$ cat config.mk
export PLATFORM = sky130hd
export DESIGN_NAME = gps_code_nco_epl_taps_top
export DESIGN_NICKNAME = d
export VERILOG_FILES = /design/src/hw/rtl/gcnco_pkg.sv /design/src/hw/rtl/gcnco_ram.sv /design/src/hw/rtl/gcnco_cfg.sv /design/src/hw/rtl/gcnco_init_seq.sv /design/src/hw/rtl/gps_code_nco_epl_taps_top.sv
export SDC_FILE = /design/constraint.sdc
export NUM_CORES = 2
export LEC_CHECK = 0
export BUFFER_PORTS_ARGS = -buffer_cell sky130_fd_sc_hd__buf_2
export CAP_MARGIN = 20
export CORE_ASPECT_RATIO = 0.8
export CORE_MARGIN = 10
export CORE_UTILIZATION = 29
export CTS_BUF_LIST = sky130_fd_sc_hd__clkbuf_16
export DETAILED_ROUTE_END_ITERATION = 10
export PLACE_DENSITY = 0.49
export SYNTH_ARGS = -nofsm -noshare
export SYNTH_HDL_FRONTEND = slang
export SYNTH_HIERARCHICAL = 1
export SYNTH_SLANG_ARGS = --single-unit
$ cat constraint.sdc
create_clock -name i_clk -period 5.51 [get_ports i_clk]
set_input_delay 1.653 -clock i_clk [delete_from_list [all_inputs] [get_ports i_clk]]
set_output_delay 1.653 -clock i_clk [all_outputs]
set_load 0.03 [all_outputs]
$ cat src/hw/rtl/gcnco_pkg.sv
// Shared types, constants and helper functions of the GPS code NCO.
`timescale 1ns / 1ps

package gcnco_pkg;

    localparam int CODE_LEN   = 1023;
    localparam int CHIP_W     = 10;
    localparam int LINE_LEN   = 64;
    localparam int TAP_W      = 6;
    localparam int PROMPT_POS = 32;
    localparam int PHASE_W    = 32;
    localparam int CFG_ADDR_W = 4;
    localparam int CFG_DATA_W = 32;

    typedef logic [CHIP_W-1:0] t_chip;
    typedef logic [TAP_W-1:0]  t_tap_pos;

    typedef enum logic [1:0] {
        ACT_TICK = 2'd0,
        ACT_LOAD = 2'd1,
        ACT_INIT = 2'd2
    } t_action;

    typedef enum logic [1:0] {
        REG_PHASE_STEP = 2'd0,
        REG_EL_OFFSET  = 2'd1,
        REG_NOISE_OFS  = 2'd2
    } t_reg_idx;

    // Control from the init sequencer to the datapath.
    typedef struct packed {
        logic  reading;
        logic  fill;
        logic  busy;
        t_chip addr;
    } t_init_ctl;

    // Reduce a 10-bit value modulo the code length.
    function automatic t_chip f_mod_code(input t_chip v);
        f_mod_code = (v == t_chip'(CODE_LEN)) ? '0 : v;
    endfunction

    // Advance a chip index by one, wrapping at the code length.
    function automatic t_chip f_chip_inc(input t_chip v);
        f_chip_inc = (v == t_chip'(CODE_LEN - 1)) ? '0 : v + t_chip'(1);
    endfunction

endpackage

$ cat src/hw/rtl/gcnco_ram.sv
// Generic simple dual-port RAM with a registered read port.
`timescale 1ns / 1ps

module gcnco_ram #(
    parameter int WIDTH = 1,
    parameter int DEPTH = 1023
) (
    input  logic                     i_clk,
    input  logic                     i_we,
    input  logic [$clog2(DEPTH)-1:0] i_waddr,
    input  logic [WIDTH-1:0]         i_wdata,
    input  logic                     i_re,
    input  logic [$clog2(DEPTH)-1:0] i_raddr,
    output logic [WIDTH-1:0]         o_rdata
);

    logic [WIDTH-1:0] r_mem [DEPTH];
    logic [WIDTH-1:0] r_rdata;

    always_ff @(posedge i_clk) begin
        if (i_we) begin
            r_mem[i_waddr] <= i_wdata;
        end
        if (i_re) begin
            r_rdata <= r_mem[i_raddr];
        end
    end

    assign o_rdata = r_rdata;

endmodule

$ cat src/hw/rtl/gcnco_cfg.sv
// APB-style configuration registers of the GPS code NCO.
`timescale 1ns / 1ps

module gcnco_cfg
    import gcnco_pkg::*;
(
    input  logic                  i_clk,
    input  logic                  i_rst_n,
    input  logic                  psel,
    input  logic                  penable,
    input  logic                  pwrite,
    input  logic [CFG_ADDR_W-1:0] paddr,
    input  logic [CFG_DATA_W-1:0] pwdata,
    output logic [CFG_DATA_W-1:0] prdata,
    output logic                  pready,
    output logic [PHASE_W-1:0]    o_phase_step,
    output logic [4:0]            o_el_offset,
    output logic [5:0]            o_noise_offset
);

    logic [PHASE_W-1:0] r_phase_step;
    logic [4:0]         r_el_offset;
    logic [5:0]         r_noise_offset;
    logic               wr_en;
    t_reg_idx           reg_idx;

    assign pready  = 1'b1;
    assign wr_en   = psel && penable && pwrite;
    assign reg_idx = t_reg_idx'(paddr[3:2]);

    always_ff @(posedge i_clk) begin
        if (!i_rst_n) begin
            r_phase_step   <= '0;
            r_el_offset    <= 5'd8;
            r_noise_offset <= 6'd32;
        end else if (wr_en) begin
            case (reg_idx)
                REG_PHASE_STEP: r_phase_step   <= pwdata;
                REG_EL_OFFSET:  r_el_offset    <= pwdata[4:0];
                REG_NOISE_OFS:  r_noise_offset <= pwdata[5:0];
                default: ;
            endcase
        end
    end

    always_comb begin
        case (reg_idx)
            REG_PHASE_STEP: prdata = r_phase_step;
            REG_EL_OFFSET:  prdata = {27'd0, r_el_offset};
            REG_NOISE_OFS:  prdata = {26'd0, r_noise_offset};
            default:        prdata = '0;
        endcase
    end

    assign o_phase_step   = r_phase_step;
    assign o_el_offset    = r_el_offset;
    assign o_noise_offset = r_noise_offset;

endmodule

$ cat src/hw/rtl/gcnco_init_seq.sv
// Init sequencer: sweeps 64 code memory addresses to prefill the delay line.
`timescale 1ns / 1ps

module gcnco_init_seq
    import gcnco_pkg::*;
(
    input  logic      i_clk,
    input  logic      i_rst_n,
    input  logic      i_start,
    input  t_chip     i_start_chip,
    input  t_chip     i_travel_delay,
    output t_init_ctl o_ctl
);

    localparam int CNT_W = $clog2(LINE_LEN);

    logic             r_reading;
    logic             r_fill;
    logic [CNT_W-1:0] r_cnt;
    t_chip            r_addr;

    logic [CHIP_W:0]  diff;
    t_chip            part;
    logic [CHIP_W:0]  diff2;
    t_chip            base;

    // Oldest line bit comes from chip - delay - 32, taken modulo the code length.
    always_comb begin
        diff  = {1'b0, f_mod_code(i_start_chip)} - {1'b0, f_mod_code(i_travel_delay)};
        part  = diff[CHIP_W] ? CHIP_W'(diff + (CHIP_W+1)'(CODE_LEN)) : diff[CHIP_W-1:0];
        diff2 = {1'b0, part} - (CHIP_W+1)'(PROMPT_POS);
        base  = diff2[CHIP_W] ? CHIP_W'(diff2 + (CHIP_W+1)'(CODE_LEN)) : diff2[CHIP_W-1:0];
    end

    always_ff @(posedge i_clk) begin
        if (!i_rst_n) begin
            r_reading <= 1'b0;
            r_fill    <= 1'b0;
            r_cnt     <= '0;
        end else begin
            r_fill <= r_reading;
            if (i_start) begin
                r_reading <= 1'b1;
                r_cnt     <= '0;
            end else if (r_reading) begin
                r_cnt <= r_cnt + CNT_W'(1);
                if (r_cnt == CNT_W'(LINE_LEN - 1)) begin
                    r_reading <= 1'b0;
                end
            end
        end
    end

    always_ff @(posedge i_clk) begin
        if (i_start) begin
            r_addr <= base;
        end else if (r_reading) begin
            r_addr <= f_chip_inc(r_addr);
        end
    end

    assign o_ctl.reading = r_reading;
    assign o_ctl.fill    = r_fill;
    assign o_ctl.busy    = r_reading || r_fill;
    assign o_ctl.addr    = r_addr;

endmodule

$ cat src/hw/rtl/gps_code_nco_epl_taps_top.sv
// Top level of the GPS code NCO with early, prompt and late delay-line taps.
// A tick word's result passes through the code memory read stage and then the output register.
// Throughput: one tick or load word per cycle while no init sweep or stalled output holds the input.
// An init word holds the input stalled while 64 code chips are read out into the delay line.
// Synchronous active-low reset clears phase, chip counter, delay line and valid flags and
// presets the registers; the code memory is not cleared and must be loaded before use.
`timescale 1ns / 1ps

module gps_code_nco_epl_taps_top
    import gcnco_pkg::*;
#(
    parameter int INDEX_BITS = 10
) (
    input  logic                  i_clk,
    input  logic                  i_rst_n,
    // Input channel.
    input  logic                  i_in_valid,
    output logic                  o_in_stall,
    input  logic [1:0]            i_action,
    input  logic [9:0]            i_chip_addr,
    input  logic                  i_chip_value,
    input  logic [9:0]            i_start_chip,
    input  logic [31:0]           i_start_fraction,
    input  logic [9:0]            i_travel_delay,
    // Output channel.
    output logic                  o_out_valid,
    input  logic                  i_out_stall,
    output logic [9:0]            o_table_index,
    output logic [9:0]            o_chip_index,
    output logic                  o_early,
    output logic                  o_prompt,
    output logic                  o_late,
    output logic                  o_super_early,
    output logic                  o_super_late,
    // Configuration port.
    input  logic                  psel,
    input  logic                  penable,
    input  logic                  pwrite,
    input  logic [CFG_ADDR_W-1:0] paddr,
    input  logic [CFG_DATA_W-1:0] pwdata,
    output logic [CFG_DATA_W-1:0] prdata,
    output logic                  pready
);

    // The table index is the top INDEX_BITS of the phase, kept to the 10-bit field.
    localparam int TBL_SHIFT = PHASE_W - INDEX_BITS;

    // Configuration values.
    logic [PHASE_W-1:0]  phase_step;
    logic [4:0]          el_offset;
    logic [5:0]          noise_offset;

    // NCO state. The code itself lives in the RAM; the delay line in flops.
    logic [PHASE_W-1:0]  r_phase;
    t_chip               r_chip;
    logic [LINE_LEN-1:0] r_line;

    // Stage one: code memory read in flight for an accepted tick.
    logic                r_s1_valid;
    logic [9:0]          r_s1_tbl;
    t_chip               r_s1_chip;

    // Output register.
    logic                r_out_valid;
    logic [9:0]          r_out_tbl;
    t_chip               r_out_chip;
    logic                r_out_early;
    logic                r_out_prompt;
    logic                r_out_late;
    logic                r_out_se;
    logic                r_out_sl;

    t_init_ctl           init_ctl;
    logic                accept;
    logic                acc_tick;
    logic                acc_load;
    logic                acc_init;
    logic                s1_adv;
    logic [PHASE_W:0]    phase_sum;
    logic [PHASE_W-1:0]  n_phase;
    t_chip               n_chip;
    logic [9:0]          n_tbl;
    logic                ram_rdata;
    logic                ram_re;
    t_chip               ram_raddr;
    logic                ram_we;
    logic [LINE_LEN-1:0] n_line;
    t_tap_pos            pos_early;
    t_tap_pos            pos_late;
    t_tap_pos            pos_se;
    t_tap_pos            pos_sl;

    gcnco_cfg u_cfg (
        .i_clk          (i_clk),
        .i_rst_n        (i_rst_n),
        .psel           (psel),
        .penable        (penable),
        .pwrite         (pwrite),
        .paddr          (paddr),
        .pwdata         (pwdata),
        .prdata         (prdata),
        .pready         (pready),
        .o_phase_step   (phase_step),
        .o_el_offset    (el_offset),
        .o_noise_offset (noise_offset)
    );

    // Stage one advances into the output register whenever that register is
    // empty or being drained this cycle.
    assign s1_adv = r_s1_valid && !(r_out_valid && i_out_stall);

    // The input stalls during an init sweep, when a pending tick cannot move
    // on, and for an init word while a tick still has to shift the line: the
    // init fill would otherwise collide with that shift.
    assign o_in_stall = init_ctl.busy
                     || (r_s1_valid && r_out_valid && i_out_stall)
                     || (r_s1_valid && (i_action == ACT_INIT));

    assign accept   = i_in_valid && !o_in_stall;
    assign acc_tick = accept && (i_action == ACT_TICK);
    assign acc_load = accept && (i_action == ACT_LOAD);
    assign acc_init = accept && (i_action == ACT_INIT);

    // Phase step; a carry out of the accumulator advances the chip counter.
    always_comb begin
        phase_sum = {1'b0, r_phase} + {1'b0, phase_step};
        n_phase   = phase_sum[PHASE_W-1:0];
        n_chip    = phase_sum[PHASE_W] ? f_chip_inc(r_chip) : r_chip;
        n_tbl     = 10'(n_phase >> TBL_SHIFT);
    end

    always_ff @(posedge i_clk) begin
        if (!i_rst_n) begin
            r_phase <= '0;
            r_chip  <= '0;
        end else if (acc_tick) begin
            r_phase <= n_phase;
            r_chip  <= n_chip;
        end else if (acc_init) begin
            r_phase <= i_start_fraction;
            r_chip  <= f_mod_code(i_start_chip);
        end
    end

    gcnco_init_seq u_init_seq (
        .i_clk          (i_clk),
        .i_rst_n        (i_rst_n),
        .i_start        (acc_init),
        .i_start_chip   (i_start_chip),
        .i_travel_delay (i_travel_delay),
        .o_ctl          (init_ctl)
    );

    // The code memory read port serves the chip of a new tick, or the sweep
    // address during an init. A load of the out-of-range address is dropped.
    assign ram_re    = acc_tick || init_ctl.reading;
    assign ram_raddr = init_ctl.reading ? init_ctl.addr : n_chip;
    assign ram_we    = acc_load && (i_chip_addr != t_chip'(CODE_LEN));

    gcnco_ram #(
        .WIDTH (1),
        .DEPTH (CODE_LEN)
    ) u_code_ram (
        .i_clk   (i_clk),
        .i_we    (ram_we),
        .i_waddr (i_chip_addr),
        .i_wdata (i_chip_value),
        .i_re    (ram_re),
        .i_raddr (ram_raddr),
        .o_rdata (ram_rdata)
    );

    always_ff @(posedge i_clk) begin
        if (!i_rst_n) begin
            r_s1_valid <= 1'b0;
        end else if (acc_tick) begin
            r_s1_valid <= 1'b1;
        end else if (s1_adv) begin
            r_s1_valid <= 1'b0;
        end
    end

    always_ff @(posedge i_clk) begin
        if (acc_tick) begin
            r_s1_tbl  <= n_tbl;
            r_s1_chip <= n_chip;
        end
    end

    // A tick shifts the new chip in at bit 0. The init fill shifts in from the
    // top, so after 64 reads bit i holds the i-th chip of the sweep.
    assign n_line = {r_line[LINE_LEN-2:0], ram_rdata};

    always_ff @(posedge i_clk) begin
        if (!i_rst_n) begin
            r_line <= '0;
        end else if (init_ctl.fill) begin
            r_line <= {ram_rdata, r_line[LINE_LEN-1:1]};
        end else if (s1_adv) begin
            r_line <= n_line;
        end
    end

    // Tap positions around the prompt bit; the noise taps clamp at the ends.
    always_comb begin
        pos_early = t_tap_pos'(PROMPT_POS) - {1'b0, el_offset};
        pos_late  = t_tap_pos'(PROMPT_POS) + {1'b0, el_offset};
        pos_se    = noise_offset[5] ? '0 : t_tap_pos'(PROMPT_POS) - noise_offset;
        pos_sl    = noise_offset[5] ? t_tap_pos'(LINE_LEN - 1)
                                    : t_tap_pos'(PROMPT_POS) + noise_offset;
    end

    always_ff @(posedge i_clk) begin
        if (!i_rst_n) begin
            r_out_valid <= 1'b0;
        end else if (s1_adv) begin
            r_out_valid <= 1'b1;
        end else if (!i_out_stall) begin
            r_out_valid <= 1'b0;
        end
    end

    always_ff @(posedge i_clk) begin
        if (s1_adv) begin
            r_out_tbl    <= r_s1_tbl;
            r_out_chip   <= r_s1_chip;
            r_out_early  <= n_line[pos_early];
            r_out_prompt <= n_line[PROMPT_POS];
            r_out_late   <= n_line[pos_late];
            r_out_se     <= n_line[pos_se];
            r_out_sl     <= n_line[pos_sl];
        end
    end

    assign o_out_valid   = r_out_valid;
    assign o_table_index = r_out_tbl;
    assign o_chip_index  = r_out_chip;
    assign o_early       = r_out_early;
    assign o_prompt      = r_out_prompt;
    assign o_late        = r_out_late;
    assign o_super_early = r_out_se;
    assign o_super_late  = r_out_sl;

`ifndef SYNTH
    // A pending tick never sits beside an init sweep in the delay line path.
    a_no_tick_during_init: assert property (@(posedge i_clk) disable iff (!i_rst_n)
        !(r_s1_valid && init_ctl.busy))
        else $error("tick in flight during init sweep");

    // An accepted init starts the code memory sweep in the next cycle.
    a_init_starts_sweep: assert property (@(posedge i_clk) disable iff (!i_rst_n)
        acc_init |=> init_ctl.reading)
        else $error("init accepted without sweep");

    // A tick whose output slot is free reaches the output register next cycle.
    a_tick_reaches_out: assert property (@(posedge i_clk) disable iff (!i_rst_n)
        s1_adv |=> r_out_valid)
        else $error("tick result lost between stages");

    // The chip counter always stays within the code length.
    a_chip_in_range: assert property (@(posedge i_clk) disable iff (!i_rst_n)
        r_chip != t_chip'(CODE_LEN))
        else $error("chip counter out of range");
`endif

endmodule

==> flow_summary.json <==
{
  "run_status": "finished with violations",
  "failed_checks": "negative setup slack",
  "drv_cap": 0,
  "worstHoldPathType": "flop to flop",
  "drt-vias-per-instance": 5.15,
  "pwr-share-clk_pct": 41.8,
  "cts_root_buf": "clkbuf_16",
  "switchingPower_mw": 5.03,
  "detail-route-antenna-nets": 0,
  "detailed_place_hpwl_um": 116000,
  "final-setup-viol-count": 1,
  "post_drt_wl_per_cell_um": 24.1,
  "critical_path_class": "flop to flop",
  "cts_buffers": 133,
  "utilization_pct": 35.0,
  "grt_pass1_wl_um": 273000,
  "simple_gate_fraction_of_synth_area_pct": 13.7,
  "final_net_count": 5255,
  "die_area_mm2": 0.222,
  "finalClockSkew_ns": 0.0366,
  "postSynthNetCount": 4871,
  "grt_setup_unrepaired": "true",
  "tritoncts_num_sinks": 1238,
  "post-route-min-period_ns": 5.81,
  "dieWidth_um": 524,
  "number_of_global_route_vias_before_repair": 39200,
  "synth.avg_cell_area_um2": 12.5,
  "fmaxAchievable_ghz": 0.172,
  "clk_pin_slew_worst_paths_ns": 0.06,
  "synthAdderAreaFrac_pct": 1.22,
  "total_leakage_power_nw": 22.6,
  "share_of_total_power_in_combinational_logic_pct": 8.9,
  "critical_path.reg2reg.startpoint": "u_cfg/o_phase_step[0]",
  "proportion_of_layout_cells_with_a_drive_suffix_above_1_pct": 24.2,
  "synth-seq-cells": 1238,
  "tritoncts_clock_tree": "yes",
  "final_hold_viol_count": 0,
  "holdWs_ns": 0.416,
  "crit_path_start_kind": "flop",
  "syn_to_final_growth_pct": 19.8,
  "top_level_ports": 168,
  "final_common_cell": "nor2_1",
  "async_reset_ff_share_pct": 0,
  "port-buffer-count": 164,
  "clock_latency_ns": 0.79,
  "met2_wirelength_um": 80900,
  "pwr-share-seq_pct": 49.2,
  "power_density_normalized_to_cell_area_mw_per_mm2": 296,
  "synth-compound-area-share_pct": 6.53,
  "hold_depth": 0,
  "synth-xor-area-share_pct": 0.986,
  "number_of_enable_flip_flop_cells_after_synthesis": 1079,
  "gr-total-overflow": 0,
  "primary_flip_flop_cell_chosen_by_synthesis_mapping": "edfxtp_1",
  "met3RoutedLength_um": 17800,
  "setup.reg_to_reg.worst_slack_ns": -0.30,
  "drc": 0,
  "cp.arrival_ns": 6.31,
  "synth_area_mm2": 0.0589,
  "power.share.switching_pct": 24.1,
  "cellInternalPower_mw": 15.8,
  "slew-limit-headroom_pct": 27.0,
  "cts-htree-levels": 4,
  "synth_top_family_by_area": "multiplexers",
  "period_share_pct": 106,
  "required_ns": 6.01,
  "detail_route.iter0.violations": 4577,
  "worst-r2r-cell-count": 20,
  "critical_path.endpoint_type": "flop",
  "post_synth_mux_area_share_pct": 13.9,
  "synth_sequential_area_ratio_pct": 60.4,
  "dieHeight_um": 423,
  "route.layer.met1.wl_um": 86700,
  "grt_usage_pct": 16.6,
  "min_to": "o_chip_index[4]",
  "fin_total_pwr_mw": 20.9,
  "drt_pre_antenna_iters": 7,
  "fp.coreArea_mm2": 0.201,
  "maxSlewViolCount": 0,
  "cts_hold_buf": 0,
  "final_weighted_congestion_in_routability_driven_placement": 0.813,
  "commonest_cells_after_routing_fill_and_taps_aside": "nor2_1 (1,110), edfxtp_1 (1,079), buf_4 (408)",
  "grt_antenna_before_repair": 21,
  "ys.warnings.count": 6,
  "synth_top_cells_by_area": "edfxtp_1 (55%), mux4_2 (9.8%), nor2_1 (7.1%)",
  "placement_rows": 147,
  "synth_area_leader_cell": "edfxtp_1",
  "routed_wirelength_um": 190000,
  "synth.lib_cells_used.distinct": 115,
  "dr.max_layer_used": "met5",
  "grt_max_degree": 153,
  "place_ws_ns": -0.989,
  "clk_path_buf_depth": 3,
  "vdd.ir_drop.worst_mv": 0.308,
  "critPathMaxFanout": 10,
  "setup_slack_ns": -0.304,
  "hold_path.startpoint": "r_s1_chip[4]",
  "start_util_pct": 29.3,
  "worstReg2RegEnd": "u_code_ram/o_rdata",
  "synthDominantCellAreaShare_pct": 55.0,
  "setup_total_negative_slack_ns": -0.304,
  "detailroute.via_count": 40600,
  "synth_cells": 4707,
  "tightestPinTransition_ns": 1.10
}
[cell type report]
type	count	area, µm²
fill	19900	131000
tap	2682	3360
sequential	1238	35600
clock buffer	134	3350
antenna	4	10.0
multi-input combinational	3035	21900
clock inverter	103	811
inverter	36	135
timing repair buffer	647	5360
[cell families after synthesis]
| family | after synthesis |
|---|---|
| fa+ha+maj | 56 |
| flops | 1238 |
| compound gates | 556 |
| xor+xnor | 63 |
| other cells | 1 |
| simple gates | 1865 |
| buf+inv | 437 |
| mux | 491 |
[flip-flops by register name, summed over array words and instances, names as in the netlist, 5 cells and up]
name	flops
r_s1_chip	10
r_chip	10
r_phase	32
u_init_seq/r_addr	10
u_cfg/o_el_offset	5
o_chip_index	10
u_init_seq/r_cnt	6
o_table_index	10
u_code_ram/r_mem	1023
r_line	64
u_cfg/o_phase_step	32
u_cfg/o_noise_offset	6
r_s1_tbl	10
[worst max-delay path, cell delays in order (launching register included)]
cell	delay (ns)
dfxtp_2	0.34
ha_4	0.16
fa_2	0.34
a21o_1	0.22
a221oi_4	0.29
o211a_4	0.23
o41ai_4	0.07
a21o_4	0.25
a21oi_4	0.15
buf_6	0.13
mux2_4	0.41
mux2_4	0.38
buf_12	0.16
buf_16	0.15
buf_4	0.17
mux4_2	0.28
mux4_2	0.50
a2111o_1	0.45
o21ai_0	0.18
nor4_1	0.11
or4_4	0.50
[how the worst max path moves through the flow]
stage                               start            endpoint  slack [ns]  cells past startpoint
floorplan           u_cfg/o_phase_step[0]  u_code_ram/o_rdata        0.04                     23
global placement    u_cfg/o_phase_step[0]  u_code_ram/o_rdata       -0.97                     20
detailed placement  u_cfg/o_phase_step[0]  u_code_ram/o_rdata       -0.99                     20
CTS                 u_cfg/o_phase_step[0]  u_code_ram/o_rdata       -0.31                     19
global route        u_cfg/o_phase_step[0]  u_code_ram/o_rdata       -0.40                     21
finish              u_cfg/o_phase_step[0]  u_code_ram/o_rdata       -0.30                     20
[Yosys cell counts (30+ instances only)]
master	count
nor2_1	1116
edfxtp_1	1079
nand2_1	342
clkbuf_1	258
mux4_2	256
mux2i_1	205
dfxtp_1	159
o21ai_0	144
and2_1	103
a21oi_1	102
nand3_1	71
buf_1	67
ha_1	54
nor2b_1	40
buf_2	39
nand4_1	36
nor3_1	35
a22oi_1	34
inv_1	33
xor2_1	31
a211oi_1	30
[metrics by stage]
| stage | instances | cell area (µm²) |
|---|---|---|
| after floorplan | 4707 | 58900 |
| after global placement | 7591 | 65300 |
| after detailed placement | 7594 | 65400 |
| after CTS | 7857 | 70100 |
| after global routing | 7878 | 70500 |
| final | 7879 | 70500 |
[power groups by stage]
stage,Combinational (mW),Sequential (mW),Clock (mW)
2_1_floorplan,0.949,10.5,0
5_1_grt,1.99,10.3,9.33
3_3_place_gp,1.73,10.5,0
3_5_place_dp,1.74,10.5,0
4_1_cts,1.83,10.3,8.94
6_report,1.86,10.3,8.73
[repair_timing]
action | in CTS | in global routing
buffers inserted | 20 | 15
pin swaps | 17 | 17
cloned | 7 | 0
endpoints found under the hold margin | 0 | 0
gates resized for setup | 51 | 35
endpoints found under the setup margin | 1 | 1
[routing by layer]
metal  up-vias  GRT usage (%)
li1      18000              -
met1     20900           24.3
met2      1417           24.0
met3       248           4.49
met4        14           4.08
met5         -              0
Power figures use the tool's default switching activity.
